[src/design/fpa_pkg.sv]
`timescale 1ns / 1ps
// ----------------------------------------------------------------------------
// fpa_pkg
// Shared constants, types and the saturation helper for the fixed-point ALU.
// ----------------------------------------------------------------------------
package fpa_pkg;

   localparam int DATA_WIDTH   = 32;
   localparam int FRAC_BITS    = 8;
   localparam int NUM_WIDTH    = DATA_WIDTH + FRAC_BITS;
   localparam int PROD_WIDTH   = 2 * DATA_WIDTH;
   localparam int SAT_WIDTH    = PROD_WIDTH - FRAC_BITS + 1;
   localparam int ACTION_WIDTH = 4;
   // Accept edge to the edge at which the result is taken.
   localparam int PIPE_LATENCY = NUM_WIDTH + 6;

   localparam logic [DATA_WIDTH-1:0] RAW_MAX = {1'b0, {(DATA_WIDTH-1){1'b1}}};
   localparam logic [DATA_WIDTH-1:0] RAW_MIN = {1'b1, {(DATA_WIDTH-1){1'b0}}};
   localparam logic [PROD_WIDTH:0]   ROUND_HALF =
      (PROD_WIDTH+1)'(1) << (FRAC_BITS - 1);

   typedef enum logic [ACTION_WIDTH-1:0] {
      ACT_ADD = 4'd0,
      ACT_SUB = 4'd1,
      ACT_MUL = 4'd2,
      ACT_DIV = 4'd3,
      ACT_MIN = 4'd4,
      ACT_MAX = 4'd5,
      ACT_INC = 4'd6,
      ACT_DEC = 4'd7,
      ACT_I2F = 4'd8,
      ACT_F2I = 4'd9
   } action_type;

   // Everything about one item except the divider's working values.
   typedef struct packed {
      logic [ACTION_WIDTH-1:0] action;
      logic                    is_less;
      logic                    is_equal;
      logic                    is_greater;
      logic                    div_by_zero;
      logic                    overflow;
      logic                    quot_neg;
      logic [DATA_WIDTH-1:0]   result;
   } side_type;

   typedef struct packed {
      side_type              side;
      logic [DATA_WIDTH-1:0] mag_a;
      logic [DATA_WIDTH-1:0] mag_b;
   } operands_type;

   typedef struct packed {
      logic                  overflow;
      logic [DATA_WIDTH-1:0] value;
   } sat_type;

   // Applies a sign to an unsigned magnitude and clamps to the signed range.
   function automatic sat_type saturate(input logic [SAT_WIDTH-1:0] mag,
                                        input logic neg);
      sat_type               res;
      logic [DATA_WIDTH-1:0] limit;
      limit = neg ? RAW_MIN : RAW_MAX;
      if (mag > SAT_WIDTH'(limit)) begin
         res.overflow = 1'b1;
         res.value    = limit;
      end else begin
         res.overflow = 1'b0;
         res.value    = neg ? (~mag[DATA_WIDTH-1:0] + 1'b1) : mag[DATA_WIDTH-1:0];
      end
      return res;
   endfunction

endpackage

[src/design/fpa_mul.sv]
`timescale 1ns / 1ps
// ----------------------------------------------------------------------------
// fpa_mul
// Two-stage magnitude multiplier: product, then round half away from zero
// and saturate. Non-multiply items pass through unchanged.
// ----------------------------------------------------------------------------
module fpa_mul (
   input  logic                  clock,
   input  logic                  reset,
   input  logic                  in_valid,
   input  fpa_pkg::operands_type in_ops,
   output logic                  out_valid,
   output fpa_pkg::operands_type out_ops
);
   import fpa_pkg::*;

   logic                  prod_valid_ff;
   logic [PROD_WIDTH-1:0] product_ff;
   operands_type          prod_ops_ff;
   logic                  res_valid_ff;
   operands_type          res_ops_ff;
   operands_type          res_ops_in;
   logic [PROD_WIDTH:0]   rounded;
   sat_type               sat;

   always_comb begin
      rounded    = {1'b0, product_ff} + ROUND_HALF;
      sat        = saturate(rounded[PROD_WIDTH:FRAC_BITS], prod_ops_ff.side.quot_neg);
      res_ops_in = prod_ops_ff;
      if (prod_ops_ff.side.action == ACT_MUL) begin
         res_ops_in.side.result   = sat.value;
         res_ops_in.side.overflow = sat.overflow;
      end
   end

   always_ff @(posedge clock) begin
      if (reset) begin
         prod_valid_ff <= 1'b0;
         res_valid_ff  <= 1'b0;
      end else begin
         prod_valid_ff <= in_valid;
         res_valid_ff  <= prod_valid_ff;
      end
   end

   always_ff @(posedge clock) begin
      product_ff  <= in_ops.mag_a * in_ops.mag_b;
      prod_ops_ff <= in_ops;
      res_ops_ff  <= res_ops_in;
   end

   assign out_valid = res_valid_ff;
   assign out_ops   = res_ops_ff;

endmodule

[config.mk]
export PLATFORM = sky130hd
export DESIGN_NAME = fpa_mul
export DESIGN_NICKNAME = d
export VERILOG_FILES = /design/src/design/fpa_pkg.sv /design/src/design/fpa_mul.sv
export SDC_FILE = /design/constraint.sdc
export NUM_CORES = 2
export LEC_CHECK = 0
export BUFFER_PORTS_ARGS = -buffer_cell sky130_fd_sc_hd__buf_2
export CAP_MARGIN = 5
export CORE_MARGIN = 3
export CORE_UTILIZATION = 40
export DETAILED_ROUTE_END_ITERATION = 10
export HOLD_SLACK_MARGIN = 0.15
export SLEW_MARGIN = 10
export SYNTH_ARGS = -nofsm -noshare
export SYNTH_HDL_FRONTEND = slang
export SYNTH_SLANG_ARGS = --single-unit
[constraint.sdc]
create_clock -name clock -period 23.9 [get_ports clock]
set_clock_uncertainty 0.2 [all_clocks]
set_input_delay 2.39 -clock clock [delete_from_list [all_inputs] [get_ports clock]]
set_output_delay 2.39 -clock clock [all_outputs]
set_load 0.03 [all_outputs]
==> metrics.yaml <==
rr_worst_depth: 21
synth_edf_count: 0
max_freq_ghz: 0.0938
grt_overflow: 0
fin_cells: 5982
cts_max_level: 2
grt_max_degree: 71
hold_end: "out_ops[103]$_DFF_P_"
rsz0062_at_grt: "false"
antenna_found_initial: 2
io_buffers: 215
clkTransAtPathRegs_ns: 0.05
reg2reg_from: "product_ff[8]$_DFF_P_"
ant_nets: 0
fp-row-count: 117
worstSetupEndpointType: "flop"
grt_usage_pct: 22.5
layout.nets: 5885
synth_simple_gate_area_share_pct: 17.7
ios: 216
setup.worst_path.start_class: "primary input"
coreArea_mm2: 0.103
synth_xor_area_share_pct: 1.91
yosys_warnings: 0
drt_wl_total_um: 118000
ctsHoldBuffers: 65
numCtsBuffers: 34
grt_pass1_wl_um: 187000
synth_cell_types: 76
grt_pass1_vias: 32350
min_path_cells: 0
start_util_pct: 40.6
dr.pass1.iters: 5
post_cts_buffers: 0
cap_violations: 0
avgSynthCellArea_um2: 9.35
fin_crit_sh_pct: 44.6
die_h_um: 329
place_inst: 5854
yosys-top-cells-count: "inv_1 (923), fa_1 (895), and2_1 (585)"
die_w_um: 329
wl_per_cell_um: 19.7
setup_viol: 0
cts_tree: "built"
fin_crit_ns: 10.66
cp_max_fo: 33
root_buffer: "clkbuf_16"
yosys_most_used_dff: "dfxtp_1"
vias: 30231
synth_compound_area_share_pct: 5.03
ctsResizeCount: 0
slew_headroom_pct: 31.8
syn_nets: 5755
synth_top_cells_by_area: "fa_1 (43%), dfxtp_1 (13%), ha_1 (8.8%)"
critPathArrivalTime_ns: 10.98
clock_path_buffers: 3
drc: 0
tns_ns: 0
yosys.cell_count.top_type: "inv_1"
netlist_instances: 4457
worst_hold_slack_ns: 0.159
netlist.top_cell.by_area: "fa_1"
final-hold-violation-count: 0
reg2reg_slack_ns: 16.92
via_per_inst: 5.05
stdcell_area_mm2: 0.0456
gp_congestion: 0.877
worstHoldStart: "prod_ops_ff[103]$_DFF_P_"
slew_violations: 0
crit_type: "in -> reg"
placed_area_mm2: 0.0439
outcome: "finished clean"
synthMuxAreaShare_pct: 0.120
required_ns: 24.22
seq_area_frac_synth_pct: 13.0
worstMarginPinSlew_ns: 1.01
netlist_area_mm2: 0.0417
drive_gt1_share_pct: 7.37
cts.sinks: 271
syn_to_final_growth_pct: 9.50
hold_path_class: "reg -> reg"
crit_start: "in_ops[44]"
synth_fa_ha_area_share_pct: 51.8
dpl.hpwl_um: 87200
clk-insertion-delay-late_ns: 0.60
r2r_end: "out_ops[71]$_DFF_P_"
synth_top_area_share_pct: 43.0
dieArea_mm2: 0.108
synthArstFlopShare_pct: 0
synth_top_family_by_area: "adder cells"
drtIter0Drc: 1753
ys_ff_latch: 271
## stage by stage
step	utilization (%)	setup WS [ns]
final	44.5	13.24
after global routing	44.5	12.87
after CTS	44.5	13.27
after detailed placement	42.8	12.65
after global placement	42.8	12.72
after floorplan	-	14.25
## cell families (layout without fill, tap and decap cells)
family,Yosys count,in the layout
buffers and inverters,1147,1301
multiplexers,5,5
flip-flops,271,271
adder cells (fa/ha/maj),1189,1189
XOR/XNOR,91,91
AND/OR/NAND/NOR,1419,1419
other,0,3
AO/OA/AOI/OAI,335,335
## state kept, by name, indices dropped and copies added, names as in the netlist
| name | count |
|---|---|
| out_ops | 106 |
| prod_ops_ff | 106 |
| product_ff | 57 |
| prod_valid_ff | 1 |
| out_valid | 1 |
## how the worst max path moves through the flow
stage | slack [ns] | to | depth (start not counted)
floorplan | 14.25 | product_ff[59]$_DFF_P_ | 27
global placement | 12.72 | product_ff[61]$_DFF_P_ | 26
detailed placement | 12.65 | product_ff[61]$_DFF_P_ | 26
CTS | 13.27 | product_ff[61]$_DFF_P_ | 26
global route | 12.87 | product_ff[59]$_DFF_P_ | 25
finish | 13.24 | product_ff[61]$_DFF_P_ | 26
## metal layers
layer	vias up	global-route usage [%]	routed length (µm)
met5	-	0	0
met3	177	2.94	6720
met4	0	7.06	3910
li1	13571	-	-
met2	912	39.0	58900
met1	15571	29.2	48100
## layout make-up
type | count | area (µm²)
diodes | 3 | 7.51
clock buffers | 41 | 907
clock inverters | 19 | 198
fillers | 10013 | 57000
inverters | 923 | 3460
multi-input cells | 3039 | 31900
flip-flops and latches | 271 | 5430
well taps | 1368 | 1710
repair buffers | 318 | 2010
## cell usage in the layout (no fill, tap or decap), types with 6 or more instances in the layout
master and instances:
a21o_1 45, buf_4 38, o21ai_1 13, and2_1 585, fa_1 895, nand2_1 570, inv_1 923, xor2_1 40
nand2b_1 7, or3_1 9, nor4_1 17, ha_1 294, a31oi_1 10, or2_2 14, o31ai_1 23, o21ai_0 46
dlygate4sd3_1 65, a21oi_1 125, nor2b_1 7, clkbuf_16 34, o21bai_1 10, xnor2_1 51, dfxtp_1 270, buf_2 215
nor3_1 21, nor2_1 45, o22ai_1 6, and3_1 18, nand3_1 46, nand4_1 41, a211oi_1 9, o21a_1 9
and4_1 10
## worst max-delay path, cell delays in order
cell      delay (ns)
buf_2           0.67
and2_1          0.26
fa_1            0.44
fa_1            0.49
fa_1            0.53
inv_1           0.05
fa_1            0.48
inv_1           0.05
fa_1            0.50
inv_1           0.06
fa_1            0.53
inv_1           0.05
fa_1            0.49
fa_1            0.42
ha_1            0.37
a21o_1          0.22
a31oi_1         0.25
o22ai_1         0.15
or3_1           0.35
o21ai_0         0.79
and4_1          0.33
nor2_1          0.09
a211oi_1        0.37
nor3_1          0.17
a221oi_1        0.31
xnor2_1         0.15
Power is left out: the tool's default activity adds up to more than one toggle a clock period on the data nets, which glitch-free logic cannot reach.
